<file path="src/rtl/gyi_pkg.sv">
// Package for the gyro yaw integrator: payload, command, config and divider types,
// field widths, fixed-point constants and register indexes.
// No dependencies; every rtl file imports it.
package gyi_pkg;

    // Field widths
    localparam int RATE_W     = 20;
    localparam int COUNT_W    = 16;
    localparam int TS_W       = 32;
    localparam int DT_W       = 20;
    localparam int YAW_W      = 17;
    localparam int DIFF_W     = RATE_W + 1;
    localparam int ACC_W      = 41;
    localparam int CAL_SUM_W  = RATE_W + COUNT_W;
    localparam int MAX_DT_W   = 20;
    localparam int DEADBAND_W = 16;

    // Divider widths, one quotient bit per step
    localparam int DIV_NUM_W = ACC_W;
    localparam int DIV_DEN_W = 20;
    localparam int DIV_CNT_W = $clog2(DIV_NUM_W + 1);

    // Default depth of the queue between the front and back parts
    localparam int QUEUE_DEPTH_DEF = 2;

    // Configuration port
    localparam int CFG_IDX_W  = 2;
    localparam int CFG_DATA_W = 20;
    localparam logic [CFG_IDX_W-1:0] CFG_CAL_SAMPLES = 2'd0;
    localparam logic [CFG_IDX_W-1:0] CFG_MAX_DT      = 2'd1;
    localparam logic [CFG_IDX_W-1:0] CFG_DEADBAND    = 2'd2;

    localparam logic [COUNT_W-1:0]    CAL_SAMPLES_RST = 16'd500;
    localparam logic [MAX_DT_W-1:0]   MAX_DT_RST      = 20'd100000;
    localparam logic [DEADBAND_W-1:0] DEADBAND_RST    = 16'd64;

    // Yaw accumulator is in 1/(128*10^6) deg
    localparam logic signed [ACC_W-1:0] HALF_TURN = 41'sd23040000000;
    localparam logic signed [ACC_W-1:0] FULL_TURN = 41'sd46080000000;
    localparam logic signed [YAW_W-1:0] YAW_OUT_MAX = 17'sd65535;
    localparam logic signed [YAW_W-1:0] YAW_OUT_MIN = -17'sd65536;

    // Yaw scaling by 10^6 = 2^6 * 15625: shift, then multiply by ceil(2^45 / 15625)
    localparam int YAW_PRE_SHIFT   = 6;
    localparam int YAW_SH_W        = ACC_W - YAW_PRE_SHIFT;
    localparam int YAW_MUL_W       = 31;
    localparam int YAW_RECIP_W     = 32;
    localparam int YAW_RECIP_SHIFT = 45;
    localparam int YAW_PROD_W      = YAW_MUL_W + YAW_RECIP_W;
    localparam int YAW_Q_W         = YAW_PROD_W - YAW_RECIP_SHIFT;
    localparam logic [YAW_RECIP_W-1:0] YAW_RECIP     = 32'd2251799814;
    localparam logic [YAW_Q_W-1:0]     YAW_Q_POS_MAX = 18'd65535;
    localparam logic [YAW_Q_W-1:0]     YAW_Q_NEG_MAX = 18'd65536;

    typedef struct packed {
        logic                     req_type;
        logic signed [RATE_W-1:0] gyro_rate;
        logic [TS_W-1:0]          timestamp_us;
    } t_in;

    typedef struct packed {
        logic signed [YAW_W-1:0]  yaw_angle;
        logic                     calibrating;
        logic signed [RATE_W-1:0] bias_value;
    } t_out;

    typedef enum logic {
        CMD_SAMPLE  = 1'b0,
        CMD_RESTART = 1'b1
    } t_cmd_kind;

    typedef struct packed {
        t_cmd_kind                kind;
        logic signed [RATE_W-1:0] rate;
        logic [TS_W-1:0]          ts;
    } t_cmd;

    typedef struct packed {
        logic [COUNT_W-1:0]    calibration_samples;
        logic [MAX_DT_W-1:0]   max_dt_us;
        logic [DEADBAND_W-1:0] deadband_threshold;
    } t_cfg;

    typedef struct packed {
        logic                        start;
        logic signed [DIV_NUM_W-1:0] dividend;
        logic [DIV_DEN_W-1:0]        divisor;
    } t_div_req;

    typedef struct packed {
        logic                 done;
        logic                 neg;
        logic [DIV_NUM_W-1:0] quotient;
    } t_div_rsp;

    typedef enum logic [3:0] {
        BK_IDLE,
        BK_CAL,
        BK_PREP,
        BK_MUL,
        BK_ADD,
        BK_FIX_HI,
        BK_FIX_LO,
        BK_ABS,
        BK_RECIP,
        BK_SAT,
        BK_DIV_GO,
        BK_DIV_WAIT,
        BK_DONE
    } t_bk_state;

endpackage

</file>
<file path="src/rtl/gyi_div.sv">
// Signed-by-unsigned divider, restoring, one quotient bit per cycle.
// Returns quotient magnitude and sign (truncation toward zero). Uses gyi_pkg.
module gyi_div import gyi_pkg::*; (
    input  logic     i_clk,
    input  logic     i_rst_n,
    input  t_div_req i_req,
    output t_div_rsp o_rsp
);

    logic                 r_busy;
    logic                 r_done;
    logic                 r_neg;
    logic [DIV_CNT_W-1:0] r_cnt;
    logic [DIV_NUM_W-1:0] r_num;
    logic [DIV_DEN_W-1:0] r_den;
    logic [DIV_DEN_W-1:0] r_rem;

    logic [DIV_DEN_W:0]   w_rem_sh;
    logic                 w_fit;
    logic [DIV_DEN_W:0]   w_rem_sub;
    logic [DIV_NUM_W-1:0] w_abs;

    // One restoring step: shift in the next dividend bit, subtract if it fits
    always_comb begin
        w_rem_sh  = {r_rem, r_num[DIV_NUM_W-1]};
        w_fit     = (w_rem_sh >= {1'b0, r_den});
        w_rem_sub = w_rem_sh - {1'b0, r_den};
        w_abs     = i_req.dividend[DIV_NUM_W-1] ? DIV_NUM_W'(-i_req.dividend)
                                                : DIV_NUM_W'(i_req.dividend);
    end

    // Load on start, then iterate over every dividend bit
    always_ff @(posedge i_clk) begin
        if (!i_rst_n) begin
            r_busy <= 1'b0;
            r_done <= 1'b0;
            r_cnt  <= '0;
        end else begin
            r_done <= 1'b0;
            if (i_req.start) begin
                r_busy <= 1'b1;
                r_cnt  <= '0;
                r_neg  <= i_req.dividend[DIV_NUM_W-1];
                r_num  <= w_abs;
                r_den  <= i_req.divisor;
                r_rem  <= '0;
            end else if (r_busy) begin
                r_rem <= w_fit ? w_rem_sub[DIV_DEN_W-1:0] : w_rem_sh[DIV_DEN_W-1:0];
                r_num <= {r_num[DIV_NUM_W-2:0], w_fit};
                if (r_cnt == DIV_CNT_W'(DIV_NUM_W - 1)) begin
                    r_busy <= 1'b0;
                    r_done <= 1'b1;
                end else begin
                    r_cnt <= r_cnt + 1'b1;
                end
            end
        end
    end

    assign o_rsp.done     = r_done;
    assign o_rsp.neg      = r_neg;
    assign o_rsp.quotient = r_num;

endmodule

</file>
<file path="src/rtl/gyi_front.sv">
// Front part: takes input items, classifies them as sample or restart,
// and hands them to the queue. Uses gyi_pkg.
module gyi_front import gyi_pkg::*; (
    input  logic i_clk,
    input  logic i_rst_n,
    input  logic i_in_valid,
    input  t_in  i_in_data,
    output logic o_in_stall,
    input  logic i_q_full,
    output logic o_push,
    output t_cmd o_push_data
);

    logic r_valid;
    t_cmd r_cmd;
    logic w_accept;

    // Hold the input when the queue cannot take the registered item
    assign o_in_stall = r_valid && i_q_full;
    assign w_accept   = i_in_valid && !o_in_stall;
    assign o_push     = r_valid && !i_q_full;
    assign o_push_data = r_cmd;

    // Register and classify each transfer
    always_ff @(posedge i_clk) begin
        if (!i_rst_n) begin
            r_valid <= 1'b0;
        end else if (w_accept) begin
            r_valid <= 1'b1;
        end else if (o_push) begin
            r_valid <= 1'b0;
        end
    end

    always_ff @(posedge i_clk) begin
        if (w_accept) begin
            r_cmd.kind <= i_in_data.req_type ? CMD_RESTART : CMD_SAMPLE;
            r_cmd.rate <= i_in_data.gyro_rate;
            r_cmd.ts   <= i_in_data.timestamp_us;
        end
    end

endmodule

</file>
<file path="src/rtl/gyi_queue.sv">
// Short FIFO of classified commands between the front and back parts.
// Depth is a parameter; uses gyi_pkg for the command type.
module gyi_queue import gyi_pkg::*; #(
    parameter int DEPTH = QUEUE_DEPTH_DEF
) (
    input  logic i_clk,
    input  logic i_rst_n,
    input  logic i_push,
    input  t_cmd i_push_data,
    output logic o_full,
    input  logic i_pop,
    output logic o_valid,
    output t_cmd o_data
);

    localparam int IDX_W = (DEPTH > 1) ? $clog2(DEPTH) : 1;
    localparam int CNT_W = $clog2(DEPTH + 1);

    t_cmd             r_mem [DEPTH];
    logic [IDX_W-1:0] r_wr_ptr;
    logic [IDX_W-1:0] r_rd_ptr;
    logic [CNT_W-1:0] r_count;
    logic             w_do_push;
    logic             w_do_pop;

    assign o_full    = (r_count == CNT_W'(DEPTH));
    assign o_valid   = (r_count != '0);
    assign o_data    = r_mem[r_rd_ptr];
    assign w_do_push = i_push && !o_full;
    assign w_do_pop  = i_pop && o_valid;

    // Write the entry at the tail
    always_ff @(posedge i_clk) begin
        if (w_do_push) begin
            r_mem[r_wr_ptr] <= i_push_data;
        end
    end

    // Advance pointers and occupancy
    always_ff @(posedge i_clk) begin
        if (!i_rst_n) begin
            r_wr_ptr <= '0;
            r_rd_ptr <= '0;
            r_count  <= '0;
        end else begin
            if (w_do_push) begin
                r_wr_ptr <= (r_wr_ptr == IDX_W'(DEPTH - 1)) ? '0 : r_wr_ptr + 1'b1;
            end
            if (w_do_pop) begin
                r_rd_ptr <= (r_rd_ptr == IDX_W'(DEPTH - 1)) ? '0 : r_rd_ptr + 1'b1;
            end
            if (w_do_push && !w_do_pop) begin
                r_count <= r_count + 1'b1;
            end else if (w_do_pop && !w_do_push) begin
                r_count <= r_count - 1'b1;
            end
        end
    end

endmodule

</file>
<file path="src/rtl/gyi_back.sv">
// Back part: calibration, bias removal, deadband, rate*dt integration,
// wrap to +-180 deg, and the output register. Uses gyi_pkg and drives gyi_div.
module gyi_back import gyi_pkg::*; (
    input  logic     i_clk,
    input  logic     i_rst_n,
    input  t_cfg     i_cfg,
    input  logic     i_q_valid,
    input  t_cmd     i_q_data,
    output logic     o_q_pop,
    output t_div_req o_div_req,
    input  t_div_rsp i_div_rsp,
    output logic     o_out_valid,
    output t_out     o_out_data,
    input  logic     i_out_stall
);

    t_bk_state r_state;
    t_bk_state n_state;

    // Integrator state
    logic                        r_calib_phase;
    logic [COUNT_W-1:0]          r_calib_count;
    logic signed [CAL_SUM_W-1:0] r_calib_sum;
    logic signed [RATE_W-1:0]    r_bias;
    logic [TS_W-1:0]             r_prev_ts;
    logic signed [ACC_W-1:0]     r_yaw;
    logic signed [YAW_W-1:0]     r_yaw_out;

    // Working registers of the current item
    logic signed [RATE_W-1:0]    r_rate;
    logic [TS_W-1:0]             r_ts;
    logic [DT_W-1:0]             r_dt;
    logic signed [DIFF_W-1:0]    r_diff;
    logic signed [ACC_W-1:0]     r_prod;
    logic                        r_yaw_neg;
    logic [YAW_SH_W-1:0]         r_yaw_sh;
    logic                        r_yaw_big;
    logic [YAW_PROD_W-1:0]       r_yaw_prod;

    logic                        r_out_valid;
    t_out                        r_out_data;

    logic [COUNT_W-1:0]          w_cal_n;
    logic                        w_cal_end;
    logic signed [CAL_SUM_W-1:0] n_calib_sum;
    logic [TS_W-1:0]             w_dt_raw;
    logic                        w_dt_ok;
    logic signed [DIFF_W-1:0]    w_diff;
    logic [DIFF_W-1:0]           w_mag;
    logic                        w_dead;
    logic signed [2*DIFF_W-1:0]  w_prod;
    logic [DIV_DEN_W-1:0]        w_cal_div;
    logic                        w_out_load;
    logic [ACC_W-1:0]            w_yaw_mag;
    logic [YAW_PROD_W-1:0]       w_recip_prod;
    logic [YAW_Q_W-1:0]          w_q;
    logic signed [YAW_W-1:0]     w_yaw_sat;

    // Calibration step
    always_comb begin
        w_cal_n     = r_calib_count + 1'b1;
        w_cal_end   = (w_cal_n == '0) || (w_cal_n >= i_cfg.calibration_samples);
        n_calib_sum = r_calib_sum + {{(CAL_SUM_W-RATE_W){r_rate[RATE_W-1]}}, r_rate};
        w_cal_div   = (r_calib_count == '0) ? DIV_DEN_W'(1)
                                            : {{(DIV_DEN_W-COUNT_W){1'b0}}, r_calib_count};
    end

    // Time step and bias-corrected rate with deadband
    always_comb begin
        w_dt_raw = r_ts - r_prev_ts;
        w_dt_ok  = (w_dt_raw != '0) &&
                   (w_dt_raw <= {{(TS_W-MAX_DT_W){1'b0}}, i_cfg.max_dt_us});
        w_diff   = {r_rate[RATE_W-1], r_rate} - {r_bias[RATE_W-1], r_bias};
        w_mag    = w_diff[DIFF_W-1] ? DIFF_W'(-w_diff) : DIFF_W'(w_diff);
        w_dead   = (w_mag < {{(DIFF_W-DEADBAND_W){1'b0}}, i_cfg.deadband_threshold});
        w_prod   = r_diff * $signed({1'b0, r_dt});
    end

    // Scale the yaw magnitude: drop 2^6, then multiply by the reciprocal of 15625
    always_comb begin
        w_yaw_mag    = r_yaw[ACC_W-1] ? ACC_W'(-r_yaw) : ACC_W'(r_yaw);
        w_recip_prod = r_yaw_sh[YAW_MUL_W-1:0] * YAW_RECIP;
        w_q          = r_yaw_prod[YAW_PROD_W-1:YAW_RECIP_SHIFT];
    end

    // Saturate the yaw quotient to the output range
    always_comb begin
        if (!r_yaw_neg) begin
            w_yaw_sat = (r_yaw_big || w_q > YAW_Q_POS_MAX) ? YAW_OUT_MAX
                                                           : $signed(w_q[YAW_W-1:0]);
        end else begin
            w_yaw_sat = (r_yaw_big || w_q > YAW_Q_NEG_MAX) ? YAW_OUT_MIN
                                                           : -$signed(w_q[YAW_W-1:0]);
        end
    end

    // Next state
    always_comb begin
        n_state = r_state;
        case (r_state)
            BK_IDLE: begin
                if (i_q_valid) begin
                    if (i_q_data.kind == CMD_RESTART) begin
                        n_state = BK_DONE;
                    end else if (r_calib_phase) begin
                        n_state = BK_CAL;
                    end else begin
                        n_state = BK_PREP;
                    end
                end
            end
            BK_CAL:      n_state = w_cal_end ? BK_DIV_GO : BK_DONE;
            BK_PREP:     n_state = BK_MUL;
            BK_MUL:      n_state = BK_ADD;
            BK_ADD:      n_state = BK_FIX_HI;
            BK_FIX_HI:   n_state = BK_FIX_LO;
            BK_FIX_LO:   n_state = BK_ABS;
            BK_ABS:      n_state = BK_RECIP;
            BK_RECIP:    n_state = BK_SAT;
            BK_SAT:      n_state = BK_DONE;
            BK_DIV_GO:   n_state = BK_DIV_WAIT;
            BK_DIV_WAIT: n_state = i_div_rsp.done ? BK_DONE : BK_DIV_WAIT;
            BK_DONE:     n_state = w_out_load ? BK_IDLE : BK_DONE;
            default:     n_state = BK_IDLE;
        endcase
    end

    // State outputs
    always_comb begin
        o_q_pop            = (r_state == BK_IDLE) && i_q_valid;
        o_div_req.start    = (r_state == BK_DIV_GO);
        o_div_req.dividend = {{(DIV_NUM_W-CAL_SUM_W){r_calib_sum[CAL_SUM_W-1]}}, r_calib_sum};
        o_div_req.divisor  = w_cal_div;
        w_out_load         = (r_state == BK_DONE) && (!r_out_valid || !i_out_stall);
    end

    // Control and integrator state
    always_ff @(posedge i_clk) begin
        if (!i_rst_n) begin
            r_state       <= BK_IDLE;
            r_calib_phase <= 1'b1;
            r_calib_count <= '0;
            r_calib_sum   <= '0;
            r_bias        <= '0;
            r_prev_ts     <= '0;
            r_yaw         <= '0;
            r_yaw_out     <= '0;
        end else begin
            r_state <= n_state;
            case (r_state)
                BK_IDLE: begin
                    if (o_q_pop && i_q_data.kind == CMD_RESTART) begin
                        r_calib_phase <= 1'b1;
                        r_calib_count <= '0;
                        r_calib_sum   <= '0;
                    end
                end
                BK_CAL: begin
                    r_calib_sum   <= n_calib_sum;
                    r_calib_count <= w_cal_n;
                    if (w_cal_end) begin
                        r_prev_ts     <= r_ts;
                        r_calib_phase <= 1'b0;
                    end
                end
                BK_PREP: begin
                    r_prev_ts <= r_ts;
                end
                BK_ADD: begin
                    r_yaw <= r_yaw + r_prod;
                end
                BK_FIX_HI: begin
                    if (r_yaw > HALF_TURN) begin
                        r_yaw <= r_yaw - FULL_TURN;
                    end
                end
                BK_FIX_LO: begin
                    if (r_yaw < -HALF_TURN) begin
                        r_yaw <= r_yaw + FULL_TURN;
                    end
                end
                BK_SAT: begin
                    r_yaw_out <= w_yaw_sat;
                end
                BK_DIV_WAIT: begin
                    if (i_div_rsp.done) begin
                        r_bias <= i_div_rsp.neg ? -$signed(i_div_rsp.quotient[RATE_W-1:0])
                                                : $signed(i_div_rsp.quotient[RATE_W-1:0]);
                    end
                end
                default: begin
                end
            endcase
        end
    end

    // Item working registers
    always_ff @(posedge i_clk) begin
        case (r_state)
            BK_IDLE: begin
                if (o_q_pop) begin
                    r_rate <= i_q_data.rate;
                    r_ts   <= i_q_data.ts;
                end
            end
            BK_PREP: begin
                r_dt   <= w_dt_ok ? w_dt_raw[DT_W-1:0] : '0;
                r_diff <= w_dead ? '0 : w_diff;
            end
            BK_MUL: begin
                r_prod <= w_prod[ACC_W-1:0];
            end
            BK_ABS: begin
                r_yaw_neg <= r_yaw[ACC_W-1];
                r_yaw_sh  <= w_yaw_mag[ACC_W-1:YAW_PRE_SHIFT];
            end
            BK_RECIP: begin
                r_yaw_big  <= |r_yaw_sh[YAW_SH_W-1:YAW_MUL_W];
                r_yaw_prod <= w_recip_prod;
            end
            default: begin
            end
        endcase
    end

    // Output register: load when the previous result is gone or leaving
    always_ff @(posedge i_clk) begin
        if (!i_rst_n) begin
            r_out_valid <= 1'b0;
        end else if (w_out_load) begin
            r_out_valid <= 1'b1;
        end else if (!i_out_stall) begin
            r_out_valid <= 1'b0;
        end
    end

    always_ff @(posedge i_clk) begin
        if (w_out_load) begin
            r_out_data.yaw_angle   <= r_yaw_out;
            r_out_data.calibrating <= r_calib_phase;
            r_out_data.bias_value  <= r_bias;
        end
    end

    assign o_out_valid = r_out_valid;
    assign o_out_data  = r_out_data;

endmodule

</file>
<file path="src/rtl/gyro_yaw_integrator.sv">
// Gyro yaw integrator, top level. Input items pass through the front register and the queue
// to the back part, which returns a result for each restart and each sample.
// One item is worked on at a time in the back part; the 41-step bias divider sets the longest item,
// and a stalled result holds the back part until the output register can take it.
// Synchronous active-low reset: calibration restarts; bias, time and yaw cleared; registers to defaults.
// Uses gyi_pkg, gyi_front, gyi_queue, gyi_div and gyi_back.
module gyro_yaw_integrator import gyi_pkg::*; #(
    parameter int QUEUE_DEPTH = QUEUE_DEPTH_DEF
) (
    input  logic                  i_clk,
    input  logic                  i_rst_n,
    input  logic                  i_in_valid,
    input  t_in                   i_in_data,
    output logic                  o_in_stall,
    output logic                  o_out_valid,
    output t_out                  o_out_data,
    input  logic                  i_out_stall,
    input  logic                  i_cfg_valid,
    output logic                  o_cfg_ready,
    input  logic [CFG_IDX_W-1:0]  i_cfg_index,
    input  logic [CFG_DATA_W-1:0] i_cfg_data
);

    t_cfg     r_cfg;
    logic     w_push;
    t_cmd     w_push_data;
    logic     w_q_full;
    logic     w_q_valid;
    t_cmd     w_q_data;
    logic     w_pop;
    t_div_req w_div_req;
    t_div_rsp w_div_rsp;

    // Configuration registers, always ready
    assign o_cfg_ready = 1'b1;

    always_ff @(posedge i_clk) begin
        if (!i_rst_n) begin
            r_cfg.calibration_samples <= CAL_SAMPLES_RST;
            r_cfg.max_dt_us           <= MAX_DT_RST;
            r_cfg.deadband_threshold  <= DEADBAND_RST;
        end else if (i_cfg_valid && o_cfg_ready) begin
            case (i_cfg_index)
                CFG_CAL_SAMPLES: r_cfg.calibration_samples <= i_cfg_data[COUNT_W-1:0];
                CFG_MAX_DT:      r_cfg.max_dt_us           <= i_cfg_data[MAX_DT_W-1:0];
                CFG_DEADBAND:    r_cfg.deadband_threshold  <= i_cfg_data[DEADBAND_W-1:0];
                default: begin
                end
            endcase
        end
    end

    gyi_front u_front (
        .i_clk       (i_clk),
        .i_rst_n     (i_rst_n),
        .i_in_valid  (i_in_valid),
        .i_in_data   (i_in_data),
        .o_in_stall  (o_in_stall),
        .i_q_full    (w_q_full),
        .o_push      (w_push),
        .o_push_data (w_push_data)
    );

    gyi_queue #(
        .DEPTH (QUEUE_DEPTH)
    ) u_queue (
        .i_clk       (i_clk),
        .i_rst_n     (i_rst_n),
        .i_push      (w_push),
        .i_push_data (w_push_data),
        .o_full      (w_q_full),
        .i_pop       (w_pop),
        .o_valid     (w_q_valid),
        .o_data      (w_q_data)
    );

    gyi_div u_div (
        .i_clk   (i_clk),
        .i_rst_n (i_rst_n),
        .i_req   (w_div_req),
        .o_rsp   (w_div_rsp)
    );

    gyi_back u_back (
        .i_clk       (i_clk),
        .i_rst_n     (i_rst_n),
        .i_cfg       (r_cfg),
        .i_q_valid   (w_q_valid),
        .i_q_data    (w_q_data),
        .o_q_pop     (w_pop),
        .o_div_req   (w_div_req),
        .i_div_rsp   (w_div_rsp),
        .o_out_valid (o_out_valid),
        .o_out_data  (o_out_data),
        .i_out_stall (i_out_stall)
    );

    // Front never pushes into a full queue
    a_no_push_full: assert property (@(posedge i_clk) disable iff (!i_rst_n)
        !(w_push && w_q_full))
        else $error("front pushed into a full queue");

    // Divider cannot report done right after a start
    a_div_no_early_done: assert property (@(posedge i_clk) disable iff (!i_rst_n)
        w_div_req.start |=> !w_div_rsp.done)
        else $error("divider done one cycle after start");

    // Reset empties the output register
    a_reset_out_empty: assert property (@(posedge i_clk)
        !i_rst_n |=> !o_out_valid)
        else $error("result valid right after reset");

endmodule
</file>
<file path="config.mk">
export PLATFORM = sky130hd
export DESIGN_NAME = gyro_yaw_integrator
export DESIGN_NICKNAME = d
export VERILOG_FILES = /design/src/rtl/gyi_pkg.sv /design/src/rtl/gyi_div.sv /design/src/rtl/gyi_front.sv /design/src/rtl/gyi_queue.sv /design/src/rtl/gyi_back.sv /design/src/rtl/gyro_yaw_integrator.sv
export SDC_FILE = /design/constraint.sdc
export NUM_CORES = 2
export LEC_CHECK = 0
export BUFFER_PORTS_ARGS = -buffer_cell sky130_fd_sc_hd__buf_4
export CAP_MARGIN = 10
export CORE_ASPECT_RATIO = 1.1
export CORE_UTILIZATION = 38
export DETAILED_ROUTE_END_ITERATION = 10
export MAX_ROUTING_LAYER = met4
export PLACE_DENSITY_LB_ADDON = 0.2
export REMOVE_ABC_BUFFERS = 1
export SYNTH_ARGS = -nofsm -noshare
export SYNTH_HDL_FRONTEND = slang
export SYNTH_HIERARCHICAL = 1
export SYNTH_SLANG_ARGS = --single-unit
</file>
<file path="constraint.sdc">
create_clock -name i_clk -period 9.2 [get_ports i_clk]
set_input_delay 1.84 -clock i_clk [delete_from_list [all_inputs] [get_ports i_clk]]
set_output_delay 1.84 -clock i_clk [all_outputs]
set_load 0.03 [all_outputs]
</file>
## After elaboration in Yosys (flattened, before gate mapping)

Memories as Yosys holds them, arrays and structs flattened. A register that Yosys moved wholly into a read port is not among the register bits.
Index checks and enable logic that the tools add are counted.

| operators by class | value |
|---|---|
| multipliers | 2 |
| reduce and logical (&&, ||, !) cells | 48 |
| muxes and demuxes | 47 |
| bitwise operators | 3 |
| $lt $le $gt $ge | 8 |
| add/sub/neg operators | 18 |
| equal/unequal tests | 22 |

Operators with widths:

| kind | count |
|---|---|
| $mux W41 | 5 |
| $pmux W41 S3 | 1 |
| $pmux W36 S2 | 1 |
| $pmux W32 S2 | 1 |
| $mul A31 B31 Y62 const B | 1 |
| $mux W20 | 3 |
| $pmux W4 S13 | 1 |
| $mux W17 | 3 |
| $add A41 B37 Y41 const B | 1 |
| $add A41 B41 Y41 | 1 |
| $gt A41 B36 Y1 const B | 1 |
| $lt A41 B36 Y1 const B | 1 |
| $mul A21 B21 Y41 | 1 |
| $neg A36 Y41 | 1 |
| $neg A41 Y41 | 1 |
| $sub A41 B37 Y41 const B | 1 |
| $mux W40 | 1 |
| $add A36 B36 Y36 | 1 |
| $mux W36 | 1 |
| $le A32 B20 Y1 | 1 |
| $logic_not A16 Y1 | 2 |
| $mux W32 | 1 |
| $pmux W16 S2 | 1 |
| $reduce_bool A32 Y1 | 1 |
| other kinds (45) | 115 |

| storage, ports and cells | value |
|---|---|
| memory bits (writable) | 106 |
| bits of input ports | 80 |
| memories | 1 |
| logic and storage cells | 189 |
| output and inout bits | 41 |
| register bits after elaboration | 639 |

Memories:

| memory | words | bits a word | rd ports | clocked after memory_dff | wr ports | line | source |
|---|---|---|---|---|---|---|---|
| u_queue.r_mem | 2 | 53 | 1 | 1 | 1 | gyi_queue.sv:19 | `t_cmd r_mem [DEPTH];` |

## Longest topological paths before layout

| depth | value |
|---|---|
| depth in word-level cells | 8 |
| gate-level depth with buffers | 28 |
| depth with buffers taken out | 28 |

## Hierarchy

The synthesis kept the hierarchy.

By module, submodules not included:

| module | sequential area each (um^2) | cells each | instances | area each (um^2) |
|---|---|---|---|---|
| gyi_back | 10179.8 | 5912 | 1 | 55679.7 |
| gyi_div | 2622.5 | 555 | 1 | 5509.0 |
| gyi_queue | 3283.1 | 190 | 1 | 4058.9 |
| gyro_yaw_integrator | 1041.0 | 208 | 1 | 2105.8 |
| gyi_front | 1611.5 | 58 | 1 | 1641.6 |

## Worst setup path after synthesis

No wires, ideal clock.

| path | value |
|---|---|
| kind | register to register |
| start point | register u_back.r_yaw_sh[19] |
| end point | register u_back.r_yaw_prod[62] (data pin) |
| data arrival time | 7.223 ns |
| required time | 8.938 ns |
| slack | 1.715 ns |
| buffers on the path | 0 |
| period minus slack after synthesis | 7.485 ns |
| library setup time | 0.262 ns |
| stages on the path, launching flop included | 26 |
| path through | edfxtp_1 > inv_1 > fa_1 > inv_1 > fa_1 > inv_1 > fa_1 > fa_1 > inv_1 > fa_1 > fa_1 > fa_1 > inv_1 > fa_1 > inv_1 > ha_1 > and3_1 > nand3_1 > or3_1 > or4_1 > o211ai_1 > a31oi_1 > a31oi_1 > a21oi_1 > o21bai_1 > xor2_1 |

| between the ends | value |
|---|---|
| longest elaborated chain between the ends | 1 |

Ends and longest elaborated chain:

| what | line | source |
|---|---|---|
| start, declared | gyi_back.sv:36 | `logic [YAW_SH_W-1:0] r_yaw_sh;` |
| start signal, assigned | gyi_back.sv:215 | `r_yaw_sh <= w_yaw_mag[ACC_W-1:YAW_PRE_SHIFT];` |
| $mul A31 B31 Y62 | gyi_back.sv:82 | `w_recip_prod = r_yaw_sh[YAW_MUL_W-1:0] * YAW_RECIP;` |
| net u_back.w_recip_prod[62] | gyi_back.sv:55 | `logic [YAW_PROD_W-1:0] w_recip_prod;` |
| end signal, assigned | gyi_back.sv:219 | `r_yaw_prod <= w_recip_prod;` |
| end, declared | gyi_back.sv:38 | `logic [YAW_PROD_W-1:0] r_yaw_prod;` |

The timed path passes the listed nets, and every way through them passes these cells.
A chain may end at the register's enable or synchronous reset.

## Final worst setup path

| path | value |
|---|---|
| start point | register u_back.r_dt[3] |
| end point | register u_back.r_prod[39] (data pin) |

| between the ends | value |
|---|---|
| longest elaborated chain between the ends | 1 |

Ends and longest elaborated chain:

| what | line | source |
|---|---|---|
| start, declared | gyi_back.sv:32 | `logic [DT_W-1:0] r_dt;` |
| start signal, assigned | gyi_back.sv:207 | `r_dt <= w_dt_ok ? w_dt_raw[DT_W-1:0] : '0;` |
| $mul A21 B21 Y41 | gyi_back.sv:76 | `w_prod = r_diff * $signed({1'b0, r_dt});` |
| net u_back.w_prod[39] | gyi_back.sv:51 | `logic signed [2*DIFF_W-1:0] w_prod;` |
| end signal, assigned | gyi_back.sv:211 | `r_prod <= w_prod[ACC_W-1:0];` |
| end, declared | gyi_back.sv:34 | `logic signed [ACC_W-1:0] r_prod;` |

The timed path passes the listed nets, and every way through them passes these cells.

==> results.md <==
- Status: finished clean
- Final WL: roughly 180000 um
- Post-route design area: roughly 75000 um2
- Pre-CTS setup slack: roughly 1.0 ns
- Post-Synth XOR/XNOR Area: approximately 4.5%
- Drt via density: ~5
- Ratio of cells with drive above 1 in the final layout: about 6.2%
- Yosys cell types: 95
- Final Slew Violations: 0
- Worst-Margin Slew: 1.18 ns
- # diodes: 0
- Worst path max stage delay: 0.86 ns
- Post-CTS setup buffer count: 0
- Number of detailed-route iterations in the first pass: 5
- P_leak: ~34 nW
- Routed wl met2: 89600 um
- Die H: roughly 450 um
- Hold_buf cts: 0
- Crit. End Element: register
- Fin nets: 8503
- Root Driver: clkbuf_16
- WP data arrival: 8.57 ns
- Hold Fails Final Rpt: 0
- Power Dens Cells: about 310 nW/um2
- Max Cap Viol: 0
- CP cell instances: and2_1, fa_1, fa_1, inv_1, fa_1, inv_1, fa_1, ha_1, fa_1, inv_1, fa_1, inv_1, ha_1, and3_1, a221oi_1, o21bai_1, o21bai_1, a211oi_1, o211ai_1, a31oi_1, o211ai_1, a221o_1, a21oi_1, xnor2_1
- Clock sinks: 702
- Most used cell, CP: fa_1
- Area after DPL: approximately 72000 um2
- Reg2reg start: u_back/r_dt[3]
- Gates resized, CTS repair: 0
- CTS H-tree lvls: 3
- CP max-delay cell: edfxtp_1
- Compound-Gate Fraction of Synth Area: around 11%
- Post-route ant nets: 0
- Setup crit end: u_back/r_prod[39]
- Simple-gate share of the synthesized area: ~11%
- IO Port Bufs: 119
- PnR worst setup slack: around 1.0 ns
- Clk_skew: slightly above 0.04 ns
- CTS max path bufs: 3
- EDFF count, synth: ~470
- RSZ-0062 raised after global routing: no
- Core footprint: approximately 180000 um2
- Worst vdd rail ir drop: approximately 0.66 mV
- Main combinational cell family by area after synthesis: adder cells
- Initial antenna violation count: 1
- Final setup fails: 0
- Post-synthesis adder-cell area fraction: between 30% and 40%
- CTS tree: done
- Worst Setup SP: u_back/r_dt[3]
- Metal-1 WL: roughly 76000 um
- Largest net degree at the start of global routing: 83
- Num rows: ~160
- PnR Total Power: ~24 mW
- Post-synth ARST share: 0%
- R2R depth: 24
- Die ar.: between 150000 and 200000 um2
- Global-route wire length before repair: around 280000 um
- Syn avg cell area: 9.97 um2
- GRT Residual Overflow: 0
- Post-synthesis register bit count: roughly 700
- Detailed Place HPWL: 143000 um
- Fmax: around 120 MHz
- Critical Path Source Type: register
- Area Growth Syn to Fin: 8.75%
- Register area share after synthesis: between 20% and 30%
- Io pins: 121
- Max FO, Critical Path: 21
- Top Metal Used: met4
- Reg2reg setup slack: 1.04 ns
- Cell count after synthesis: 6923
- Vias after detailed routing: around 48000
- Post-DR wirelength/cell: between 15 and 20 um
- HP Class: reg -> reg
- DRC errors left: 0
- Critical path class: reg -> reg
- Crit Reg-Reg Endpoint: u_back/r_prod[39]
- Synth Cell Area: between 60000 and 70000 um2
- CTS buffer count: slightly below 80
- Iter 0 DRT Violations: roughly 2400
- Mux contribution to synthesized area: under 10%
- Final weighted congestion in routability-driven placement: 0.950
- Starting density of the core: between 30% and 40%
- Top FF cell, synth: edfxtp_1
- Clock-pin slew on the worst setup and hold paths: ~0.060 ns
- Die X: just over 400 um
- Tot GR Track Use: 19.8%
- Post-Route Setup TNS: 0 ns
- Yosys Warn Count: 6
- Fillers: about 18000
- Vias in the first global route: approximately 50000
- Worst-Skew Late Latency: a little under 0.7 ns
- Final worst-path cycle share: around nine tenths
- CP Data Required Time: just under 10 ns
- Routed met3 length: just under 5000 um
- Rel. slew slack: ~21%
- Post-route minimum period: 8.16 ns
worst min-delay path by stage:
stage / from / to / slack [ns] / depth (start not counted)
4_1_cts: u_back/r_yaw_out[2] / u_back/o_out_data[23] / 0.42 / 0
5_1_grt: u_back/r_yaw_out[6] / u_back/o_out_data[27] / 0.43 / 0
3_3_place_gp: u_back/r_yaw_out[2] / u_back/o_out_data[23] / 0.41 / 0
6_report: u_back/r_yaw_out[2] / u_back/o_out_data[23] / 0.42 / 0
2_1_floorplan: u_back/r_yaw_out[0] / u_back/o_out_data[21] / 0.40 / 0
3_5_place_dp: u_back/r_yaw_out[6] / u_back/o_out_data[27] / 0.41 / 0
power by group:
group	total (mW)	leakage [nW]	internal, mW	switching (mW)
combinational	15.3	26.5	6.58	8.74
clock	3.31	1.34	1.94	1.37
sequential	4.88	6.17	4.46	0.425
total	23.5	34.0	13.0	10.5
cell families after synthesis:
kind of cell	count (synthesis)
buf+inv	1449
xor+xnor	352
flops	702
mux	125
fa+ha+maj	1497
simple gates	1587
compound gates	1209
other cells	2
worst max-delay path, delay by kind of cell (launching register included):
family	cells	cell delay [ns]
DFF	1	0.86
adders and majority gates	8	3.68
and+or+nand+nor	2	0.43
buffers and inverters	4	0.20
xor gates and xnor gates	1	0.08
AOI/OAI and AO/OA	9	2.62
cell usage after synthesis, drive strengths merged, types with 46 or more instances:
cell,instances,area (um2)
a211oi,49,373
a21o,163,1220
a21oi,359,1800
a31oi,46,288
and2,261,1640
and3,48,300
clkbuf,216,811
dfxtp,234,4680
edfxtp,468,14100
fa,793,15900
ha,704,8810
inv,1192,4470
mux2,57,642
mux2i,68,681
nand2,486,1820
nand2b,47,294
nand3,97,485
nor2,337,1260
nor2b,59,369
nor3,62,320
o21a,54,405
o21ai,257,1290
xnor2,192,1680
xor2,160,1400
flip-flops by register name, summed over array words and instances (netlist names), 17 cells and up, named ones only:
| name | count |
|---|---|
| u_queue/r_mem | 106 |
| u_back/r_calib_sum | 36 |
| u_back/r_rate | 20 |
| u_back/o_out_data | 38 |
| u_back/r_prod | 41 |
| u_back/r_bias | 20 |
| u_back/r_prev_ts | 32 |
| u_div/r_num | 41 |
| u_div/r_rem | 20 |
| u_front/o_push_data | 53 |
| u_back/r_yaw_sh | 35 |
| u_back/r_yaw_prod | 18 |
| u_back/r_dt | 20 |
| u_back/r_ts | 32 |
| u_back/r_diff | 21 |
| u_div/r_den | 20 |
| r_cfg | 52 |
| u_back/r_yaw_out | 17 |
| u_back/r_yaw | 41 |
placed cells by master, fill, tap and decap left out, types with 13 or more instances in the layout:
cell type  Yosys  routed
mux2_2        57      57
nand4_1       36      36
buf_4         19     177
xnor2_1      192     192
and3_1        48      45
nor2b_1       59      58
o21a_1        54      53
a211oi_1      48      48
a21o_1       163     163
nand3_1       97      97
dfxtp_1      234     232
a31oi_1       46      46
ha_1         704     704
or3_1         36      36
o211ai_1      41      41
o41ai_1       17      17
inv_1       1191    1189
o21bai_1      41      41
o31ai_1       31      31
clkbuf_16      0      83
edfxtp_1     468     468
a211o_1       13      13
fa_1         793     793
o21ai_0      251     250
xor2_1       160     160
a221oi_1      13      13
and2_1       260     260
nand2_1      486     486
nor4_1        19      19
mux2i_1       68      68
nor3b_1       13      13
a22oi_1       41      41
a21oi_1      359     357
nor3_1        60      57
nand2b_1      47      47
nor2_1       337     334
or2_2         20      20
or4_1         15      15
layer usage:
layer,global-route usage [%],up-vias
li1,-,22900
met1,24.2,23900
met2,34.6,705
met3,1.84,232
met4,5.72,0
met5,-,-
final cells by class:
type / count / area, um2 / share of cell area [%]
Clock buffer: 101 / 2230 / 2.98
Sequential cell: 702 / 18700 / 25.0
Inverter: 1192 / 4480 / 5.97
Multi-Input combinational cell: 4775 / 44800 / 59.7
Timing Repair Buffer: 177 / 1330 / 1.77
Tap cell: 2392 / 2990 / 3.99
Clock inverter: 45 / 490 / 0.654
stage by stage:
stage / hold slack, ns / cells / util [%]
floorplan: 0.403 / 6669 / -
global placement: 0.413 / 9238 / 40.2
detailed placement: 0.415 / 9238 / 40.2
CTS: 0.423 / 9384 / 41.7
global route: 0.432 / 9384 / 41.7
finish: 0.424 / 9384 / 41.7
(Power assumes the default switching activity.)
